==> src/hdl/mcfe_pkg.sv <==
// Package for the motor command frame encoder: transaction types, frame constants,
// configuration register indexes and their reset values.
// No dependencies; every other file of the block uses it by scoped names.
`timescale 1ns / 1ps

package mcfe_pkg;

    // Configuration register indexes.
    localparam logic [3:0] CFG_GEAR_RATIO   = 4'd0;
    localparam logic [3:0] CFG_GEAR_INVERSE = 4'd1;

    localparam logic [15:0] RATIO_RESET   = 16'd37274;
    localparam logic [15:0] INVERSE_RESET = 16'd7202;

    // Frame layout and check code.
    localparam logic [7:0]  SYNC_FIRST  = 8'hFE;
    localparam logic [7:0]  SYNC_SECOND = 8'hEE;
    localparam logic [7:0]  HDR_TRAILER = 8'hFF;
    localparam logic [5:0]  LAST_INDEX  = 6'd33;
    localparam logic [5:0]  CRC_END     = 6'd28;
    localparam logic [31:0] CRC_POLY    = 32'h04C1_1DB7;
    localparam logic [31:0] CRC_INIT    = 32'hFFFF_FFFF;

    typedef struct packed {
        logic [7:0]         motor_id;
        logic [7:0]         op_mode;
        logic signed [15:0] torque_scaled;
        logic signed [15:0] speed_scaled;
        logic signed [31:0] position_counts;
        logic [15:0]        stiffness_scaled;
        logic [15:0]        damping_scaled;
    } cmd_in_t;

    typedef struct packed {
        logic [7:0] frame_byte;
        logic [5:0] byte_index;
        logic       last_of_frame;
    } frame_out_t;

    // Command after gear scaling, as it is laid into the frame.
    typedef struct packed {
        logic [7:0]  motor_id;
        logic [7:0]  op_mode;
        logic [15:0] torque;
        logic [15:0] speed;
        logic [31:0] position;
        logic [15:0] stiffness;
        logic [15:0] damping;
    } cmd_scaled_t;

endpackage

==> src/hdl/mcfe_scale.sv <==
// Gear scaling stage: input register, fixed-point multiply with truncation toward
// zero and saturation, and the scaled command register. Depends on mcfe_pkg.
`timescale 1ns / 1ps

module mcfe_scale (
    input  logic                 aclk,
    input  logic                 aresetn,
    input  logic [15:0]          gear_ratio_q12,
    input  logic [15:0]          gear_inverse_q16,
    input  logic                 in_valid,
    output logic                 in_ready,
    input  mcfe_pkg::cmd_in_t    in_data,
    output logic                 cmd_valid,
    input  logic                 cmd_ready,
    output mcfe_pkg::cmd_scaled_t cmd_data
);

    logic                  in_valid_reg;
    mcfe_pkg::cmd_in_t     in_data_reg;
    logic                  cmd_valid_reg;
    mcfe_pkg::cmd_scaled_t cmd_data_reg;
    mcfe_pkg::cmd_scaled_t cmd_data_next;
    logic                  cmd_load;

    logic        tq_neg, sp_neg, ps_neg;
    logic [15:0] tq_mag, sp_mag;
    logic [31:0] ps_mag;
    logic [31:0] tq_prod, sp_prod;
    logic [47:0] ps_prod;

    function automatic logic [15:0] sat16(input logic neg, input logic [35:0] q);
        if (!neg) begin
            return (q > 36'h0_0000_7FFF) ? 16'h7FFF : q[15:0];
        end
        return (q > 36'h0_0000_8000) ? 16'h8000 : 16'(~q[15:0] + 16'd1);
    endfunction

    function automatic logic [31:0] sat32(input logic neg, input logic [35:0] q);
        if (!neg) begin
            return (q > 36'h0_7FFF_FFFF) ? 32'h7FFF_FFFF : q[31:0];
        end
        return (q > 36'h0_8000_0000) ? 32'h8000_0000 : 32'(~q[31:0] + 32'd1);
    endfunction

    assign cmd_load  = in_valid_reg && (!cmd_valid_reg || cmd_ready);
    assign in_ready  = !in_valid_reg || cmd_load;
    assign cmd_valid = cmd_valid_reg;
    assign cmd_data  = cmd_data_reg;

    // Magnitudes are scaled and the sign restored afterwards, so products round
    // toward zero. The magnitude of the most negative value still fits unsigned.
    always_comb begin
        tq_neg  = in_data_reg.torque_scaled[15];
        sp_neg  = in_data_reg.speed_scaled[15];
        ps_neg  = in_data_reg.position_counts[31];
        tq_mag  = tq_neg ? 16'(~in_data_reg.torque_scaled + 16'd1) : in_data_reg.torque_scaled;
        sp_mag  = sp_neg ? 16'(~in_data_reg.speed_scaled + 16'd1) : in_data_reg.speed_scaled;
        ps_mag  = ps_neg ? 32'(~in_data_reg.position_counts + 32'd1)
                         : in_data_reg.position_counts;
        tq_prod = 32'(tq_mag) * 32'(gear_inverse_q16);
        sp_prod = 32'(sp_mag) * 32'(gear_ratio_q12);
        ps_prod = 48'(ps_mag) * 48'(gear_ratio_q12);

        cmd_data_next.motor_id  = in_data_reg.motor_id;
        cmd_data_next.op_mode   = in_data_reg.op_mode;
        cmd_data_next.torque    = sat16(tq_neg, 36'(tq_prod[31:16]));
        cmd_data_next.speed     = sat16(sp_neg, 36'(sp_prod[31:12]));
        cmd_data_next.position  = sat32(ps_neg, ps_prod[47:12]);
        cmd_data_next.stiffness = in_data_reg.stiffness_scaled;
        cmd_data_next.damping   = in_data_reg.damping_scaled;
    end

    always_ff @(posedge aclk) begin
        if (!aresetn) begin
            in_valid_reg  <= 1'b0;
            cmd_valid_reg <= 1'b0;
        end else begin
            if (in_ready) begin
                in_valid_reg <= in_valid;
            end
            if (!cmd_valid_reg || cmd_ready) begin
                cmd_valid_reg <= in_valid_reg;
            end
        end
        if (in_valid && in_ready) begin
            in_data_reg <= in_data;
        end
        if (cmd_load) begin
            cmd_data_reg <= cmd_data_next;
        end
    end

endmodule

==> src/hdl/mcfe_serial.sv <==
// Frame serialiser: sends one scaled command as 34 bytes, one per cycle while not
// stalled; the CRC folds one byte per cycle over bytes 0-27. Depends on mcfe_pkg.
`timescale 1ns / 1ps

module mcfe_serial (
    input  logic                  aclk,
    input  logic                  aresetn,
    input  logic                  cmd_valid,
    output logic                  cmd_ready,
    input  mcfe_pkg::cmd_scaled_t cmd_data,
    output logic                  out_valid,
    input  logic                  out_ready,
    output mcfe_pkg::frame_out_t  out_data
);

    localparam logic [5:0] POS_SYNC_FIRST  = 6'd0;
    localparam logic [5:0] POS_SYNC_SECOND = 6'd1;
    localparam logic [5:0] POS_ID          = 6'd2;
    localparam logic [5:0] POS_MODE        = 6'd4;
    localparam logic [5:0] POS_TRAILER     = 6'd5;
    localparam logic [5:0] POS_TORQUE      = 6'd12;
    localparam logic [5:0] POS_SPEED       = 6'd14;
    localparam logic [5:0] POS_POSITION    = 6'd16;
    localparam logic [5:0] POS_STIFFNESS   = 6'd20;
    localparam logic [5:0] POS_DAMPING     = 6'd22;
    localparam logic [5:0] POS_CRC         = 6'd30;

    logic                  active_reg;
    mcfe_pkg::cmd_scaled_t cur_reg;
    logic [5:0]            cnt_reg;
    logic [31:0]           crc_reg;
    logic [31:0]           crc_next;
    logic                  out_valid_reg;
    mcfe_pkg::frame_out_t  out_data_reg;
    mcfe_pkg::frame_out_t  out_data_next;
    logic                  advance;
    logic                  last_now;
    logic                  load;
    logic [5:0]            feed_idx;

    function automatic logic [7:0] byte_at(input mcfe_pkg::cmd_scaled_t f,
                                           input logic [31:0] crc,
                                           input logic [5:0] idx);
        logic [7:0] b;
        case (idx)
            POS_SYNC_FIRST:     b = mcfe_pkg::SYNC_FIRST;
            POS_SYNC_SECOND:    b = mcfe_pkg::SYNC_SECOND;
            POS_ID:             b = f.motor_id;
            POS_MODE:           b = f.op_mode;
            POS_TRAILER:        b = mcfe_pkg::HDR_TRAILER;
            POS_TORQUE:         b = f.torque[7:0];
            POS_TORQUE + 6'd1:  b = f.torque[15:8];
            POS_SPEED:          b = f.speed[7:0];
            POS_SPEED + 6'd1:   b = f.speed[15:8];
            POS_POSITION:       b = f.position[7:0];
            POS_POSITION + 6'd1: b = f.position[15:8];
            POS_POSITION + 6'd2: b = f.position[23:16];
            POS_POSITION + 6'd3: b = f.position[31:24];
            POS_STIFFNESS:      b = f.stiffness[7:0];
            POS_STIFFNESS + 6'd1: b = f.stiffness[15:8];
            POS_DAMPING:        b = f.damping[7:0];
            POS_DAMPING + 6'd1: b = f.damping[15:8];
            POS_CRC:            b = crc[7:0];
            POS_CRC + 6'd1:     b = crc[15:8];
            POS_CRC + 6'd2:     b = crc[23:16];
            POS_CRC + 6'd3:     b = crc[31:24];
            default:            b = 8'h00;
        endcase
        return b;
    endfunction

    function automatic logic [31:0] crc_byte(input logic [31:0] crc, input logic [7:0] b);
        logic [31:0] c;
        logic        top;
        c = crc;
        for (int i = 7; i >= 0; i--) begin
            top = c[31] ^ b[i];
            c   = {c[30:0], 1'b0} ^ (top ? mcfe_pkg::CRC_POLY : 32'h0);
        end
        return c;
    endfunction

    assign advance   = active_reg && (!out_valid_reg || out_ready);
    assign last_now  = (cnt_reg == mcfe_pkg::LAST_INDEX);
    assign cmd_ready = !active_reg || (advance && last_now);
    assign load      = cmd_valid && cmd_ready;
    assign out_valid = out_valid_reg;
    assign out_data  = out_data_reg;

    // Words are assembled least significant byte first but fed most significant
    // bit first, so within each group of four the bytes enter in reverse order.
    assign feed_idx = {cnt_reg[5:2], ~cnt_reg[1:0]};
    assign crc_next = crc_byte(crc_reg, byte_at(cur_reg, crc_reg, feed_idx));

    always_comb begin
        out_data_next.frame_byte    = byte_at(cur_reg, crc_reg, cnt_reg);
        out_data_next.byte_index    = cnt_reg;
        out_data_next.last_of_frame = last_now;
    end

    always_ff @(posedge aclk) begin
        if (!aresetn) begin
            active_reg    <= 1'b0;
            out_valid_reg <= 1'b0;
            cnt_reg       <= 6'd0;
        end else begin
            if (load) begin
                active_reg <= 1'b1;
                cnt_reg    <= 6'd0;
                crc_reg    <= mcfe_pkg::CRC_INIT;
                cur_reg    <= cmd_data;
            end else if (advance) begin
                cnt_reg <= 6'(cnt_reg + 6'd1);
                if (cnt_reg < mcfe_pkg::CRC_END) begin
                    crc_reg <= crc_next;
                end
                if (last_now) begin
                    active_reg <= 1'b0;
                end
            end
            if (advance) begin
                out_valid_reg <= 1'b1;
                out_data_reg  <= out_data_next;
            end else if (out_ready) begin
                out_valid_reg <= 1'b0;
            end
        end
    end

endmodule

==> src/hdl/motor_command_frame_encoder.sv <==
// Top level of the motor command frame encoder: configuration registers, the gear
// scaling stage and the frame serialiser. Depends on mcfe_pkg, mcfe_scale, mcfe_serial.
//
//   Port group   Direction  Carries
//   s_*          in         one motor command per transaction (mcfe_pkg::cmd_in_t)
//   m_*          out        one frame byte per transaction (mcfe_pkg::frame_out_t)
//   cfg_*        in         register index and 16-bit write data
//
// Each command yields 34 output bytes, one per cycle while m_ready is held high, so the
// byte serialiser limits how fast commands go through. On its way to the first byte a
// command passes the input, scaled-command, frame and output registers.
// Up to two further commands are taken while a frame is still being sent.
// Reset is synchronous and active low and clears all valid flags; no clearing pass.
// A stall on m_ready holds the current byte and the CRC fold with it.
`timescale 1ns / 1ps

module motor_command_frame_encoder (
    input  logic                 aclk,
    input  logic                 aresetn,
    input  logic                 s_valid,
    output logic                 s_ready,
    input  mcfe_pkg::cmd_in_t    s_data,
    output logic                 m_valid,
    input  logic                 m_ready,
    output mcfe_pkg::frame_out_t m_data,
    input  logic                 cfg_valid,
    output logic                 cfg_ready,
    input  logic [3:0]           cfg_index,
    input  logic [15:0]          cfg_data
);

    logic [15:0]           gear_ratio_reg;
    logic [15:0]           gear_inverse_reg;
    logic                  cmd_valid;
    logic                  cmd_ready;
    mcfe_pkg::cmd_scaled_t cmd_data;

    assign cfg_ready = 1'b1;

    always_ff @(posedge aclk) begin
        if (!aresetn) begin
            gear_ratio_reg   <= mcfe_pkg::RATIO_RESET;
            gear_inverse_reg <= mcfe_pkg::INVERSE_RESET;
        end else if (cfg_valid && cfg_ready) begin
            if (cfg_index == mcfe_pkg::CFG_GEAR_RATIO) begin
                gear_ratio_reg <= cfg_data;
            end else if (cfg_index == mcfe_pkg::CFG_GEAR_INVERSE) begin
                gear_inverse_reg <= cfg_data;
            end
        end
    end

    mcfe_scale u_scale (
        .aclk             (aclk),
        .aresetn          (aresetn),
        .gear_ratio_q12   (gear_ratio_reg),
        .gear_inverse_q16 (gear_inverse_reg),
        .in_valid         (s_valid),
        .in_ready         (s_ready),
        .in_data          (s_data),
        .cmd_valid        (cmd_valid),
        .cmd_ready        (cmd_ready),
        .cmd_data         (cmd_data)
    );

    mcfe_serial u_serial (
        .aclk      (aclk),
        .aresetn   (aresetn),
        .cmd_valid (cmd_valid),
        .cmd_ready (cmd_ready),
        .cmd_data  (cmd_data),
        .out_valid (m_valid),
        .out_ready (m_ready),
        .out_data  (m_data)
    );

endmodule

==> config.mk <==
export PLATFORM = sky130hd
export DESIGN_NAME = motor_command_frame_encoder
export DESIGN_NICKNAME = d
export VERILOG_FILES = /design/src/hdl/mcfe_pkg.sv /design/src/hdl/mcfe_scale.sv /design/src/hdl/mcfe_serial.sv /design/src/hdl/motor_command_frame_encoder.sv
export SDC_FILE = /design/constraint.sdc
export NUM_CORES = 2
export LEC_CHECK = 0
export BUFFER_PORTS_ARGS = -buffer_cell sky130_fd_sc_hd__buf_4
export CAP_MARGIN = 30
export CORE_ASPECT_RATIO = 2
export CORE_MARGIN = 3
export CORE_UTILIZATION = 40
export CTS_CLUSTER_DIAMETER = 50
export DETAILED_ROUTE_END_ITERATION = 7
export GPL_TIMING_DRIVEN = 0
export PLACE_DENSITY_LB_ADDON = 0.25
export SLEW_MARGIN = 20
export SYNTH_ARGS = -nofsm -noshare
export SYNTH_HDL_FRONTEND = slang
export SYNTH_SLANG_ARGS = --single-unit
==> constraint.sdc <==
create_clock -name aclk -period 14.74 [get_ports aclk]
set_input_delay 0.737 -clock aclk [delete_from_list [all_inputs] [get_ports aclk]]
set_output_delay 0.737 -clock aclk [all_outputs]
set_load 0.05 [all_outputs]
==> metrics.md <==
| Metric | Value |
|---|---|
| Outcome | `finished clean` |
| Core area | `between 100000 and 150000 um2` |
| Count leader, synth | `inv_1` |
| Hold Violations, Final | `0` |
| Vias in the first global route | `44847` |
| PostCTS Resize Cnt | `0` |
| Synth warnings | `0` |
| Slew Viols, Final | `0` |
| Fin Clk Skew | `24.1 ps` |
| Crit path launch | `u_scale.in_data_reg[32]` |
| CP Data Required Time | `15090 ps` |
| Gr usage total | `between 20% and 30%` |
| Skew-Pair Late Insertion Delay | `a little over 600 ps` |
| Max-cap viol count | `0` |
| Std cell rows | `about 190` |
| Post-synth top flop | `edfxtp_1` |
| Highest-delay cell along the critical path | `clkbuf_1` |
| Most used cell, CP | `fa_1` |
| WL final | `about 190 mm` |
| Die area | `137000 um2` |
| Starting density of the core | `between 40 and 50%` |
| Worst slew pin tran | `~1100 ps` |
| CTS tree | `done` |
| Mean post-synth cell area | `~9.6 um2` |
| # DRC | `0` |
| H-tree depth | `2` |
| Hold_buf cts | `0` |
| Asr flop ratio synth | `0%` |
| IO Pins | `between 150 and 200` |
| CTS max path bufs | `3` |
| Reg2Reg Setup Slack | `roughly 2600 ps` |
| CP max FO | `10` |
| Post-route minimum period | `between 10000 and 15000 ps` |
| Final #Nets | `~7000` |
| Post-DP HPWL | `between 150 and 200 mm` |
| End point of the critical path | `u_scale.cmd_data[54]` |
| Dominant cells by area after synthesis | `fa_1 (30%), edfxtp_1 (22%), ha_1 (7.8%)` |
| CP startpoint kind | `flip-flop` |
| Synth unique cells | `110` |
| DIE HEIGHT | `around 520 um` |
| CP Class | `flip-flop to flip-flop` |
| Antenna Violating Nets Remaining | `0` |
| Vias per cell | `around 5.5` |
| GRT overflow | `0` |
| First-pass GRT wire length | `approximately 280 mm` |
| CTS buffer count | `48` |
| Commonest cells post-synth | `inv_1 (943), nand2_1 (887), fa_1 (803), and2_1 (404), edfxtp_1 (383)` |
| Iteration-0 DRC count of the detailed router | `2972` |
| EDFF count, synth | `~380` |
| Worst path max stage delay | `about 740 ps` |
| Root Buffer | `clkbuf_16` |
| Port Buffers | `roughly 150` |
| Crit end category | `flip-flop` |
| Netlist Area Pre-Place | `52900 um2` |
| Min-delay worst type | `input port to flip-flop` |
| Seq cells post-synth | `between 400 and 500` |
| Reg-to-Reg Start | `u_scale.in_data_reg[32]` |
| Cell count after synthesis | `5499` |
| Die width | `approximately 260 um` |
| Top cell type's share of synthesized area | `a little under a third` |
| Hold_sp | `s_data[87]` |
| Wire per inst | `between 20 and 30 um` |
| Max Clk Rate | `just over 80 MHz` |
| Sequential share of the synthesized area | `between 20% and 30%` |
| Vias | `between 40000 and 50000` |
| Worst path arrival time | `roughly 12000 ps` |
| Area Overhead vs Synth | `11.1%` |
| Relative slew slack | `about a quarter` |
| Antenna violations before repair | `3` |
| Final setup vio count | `0` |
| Syn nets | `between 6000 and 7000` |
| Share of layout cells above drive strength 1 | `between 6 and 7%` |
| First-pass iteration count of the detailed router | `8` |
| Postcts setup bufs | `0` |
| Clock transition at path regs | `~70 ps` |
| Final Cycle Share | `slightly above 80%` |
| Routability cong. | `about 0.99` |
| R2R depth | `33` |
| Largest net degree at the start of global routing | `29` |
| Setup TNS | `0 ps` |
| Clk sinks | `roughly 430` |
| Synth area leader | `fa_1` |
| Critical R2R Capture | `u_scale.cmd_data[54]` |
| Unrepaired setup endpoints after global routing | `no` |
-- metal layers --
layer  wire, um  global-route usage (%)  part of all wire, %  vias to the layer above
met2     100000                    51.8                   53                     1700
li1           -                       -                    -                    18212
met4      20500                    23.5                   11                        2
met3       8780                    2.91                  4.6                      685
met5         10                       0               0.0053                        -
met1      59600                    26.6                   32                    20959
-- worst max-delay path, delay by kind of cell, from the launching register on --
family | cells | cell delay [ps]
AO/OA/AOI/OAI | 5 | 1880
XOR/XNOR | 2 | 840
adder cells (fa/ha/maj) | 8 | 3580
buffers and inverters | 7 | 1820
flip-flops | 1 | 620
AND/OR/NAND/NOR | 11 | 3090
-- how the worst min path moves through the flow --
stage	endpoint	cells after the start
3_3_place_gp	u_serial.cur_reg[51]	0
2_1_floorplan	u_scale.cmd_data[0]	0
5_1_grt	u_scale.in_data_reg[72]	1
3_5_place_dp	u_scale.cmd_data[101]	0
4_1_cts	u_scale.in_data_reg[77]	1
6_report	u_scale.in_data_reg[87]	1
-- layout by cell type, fill, tap and decap left out, types with 18 or more instances in the layout --
cell type / instances
inv_1: 943
nand2_1: 887
fa_1: 803
and2_1: 404
edfxtp_1: 383
ha_1: 332
clkbuf_1: 245
buf_4: 173
a21oi_1: 165
xnor2_1: 143
nor2_1: 116
o21ai_0: 107
a22oi_1: 105
nand3_1: 65
nand4_1: 53
clkbuf_16: 49
xor2_1: 45
a21o_1: 43
dfxtp_1: 42
nor2b_1: 41
nor3_1: 35
nand2b_1: 34
and3_1: 27
buf_2: 25
o21a_1: 24
o21ai_1: 22
a221oi_1: 20
or3_1: 18
o31ai_1: 18
a211oi_1: 18
-- through the flow --
stage / hold slack (ps) / instances / instance area (um2) / utilization (%) / worst slack [ps]
floorplan: 400 / 5499 / 52900 / - / 4500
global placement: 403 / 7362 / 56200 / 42.8 / 153
detailed placement: 405 / 7411 / 57100 / 43.5 / 2830
CTS: 242 / 7499 / 58700 / 44.8 / 2790
global route: 255 / 7504 / 58800 / 44.8 / 2150
finish: 289 / 7506 / 58800 / 44.8 / 2610
-- logic make-up after synthesis --
kind of cell / share of synthesized area [%]
AO/OA/AOI/OAI: 9.44
XOR/XNOR: 3.29
adder cells (fa/ha/maj): 38.2
buffers and inverters: 8.82
flip-flops: 23.3
multiplexers: 0.430
other: 0.00708
AND/OR/NAND/NOR: 16.5
-- cell type report --
| class | count | area [um2] |
|---|---|---|
| Fill cell | 12679 | 72500 |
| Multi-Input combinational cell | 3845 | 36000 |
| Sequential cell | 425 | 12300 |
| Inverter | 945 | 3550 |
| Tap cell | 1710 | 2140 |
| Timing Repair Buffer | 207 | 1920 |
| Clock buffer | 51 | 1230 |
| Buffer | 284 | 1130 |
| Clock inverter | 37 | 452 |
| Antenna cell | 2 | 5.00 |
Power is left out: the tool's default activity adds up to more than one toggle a clock period on the data nets, which glitch-free logic cannot reach.
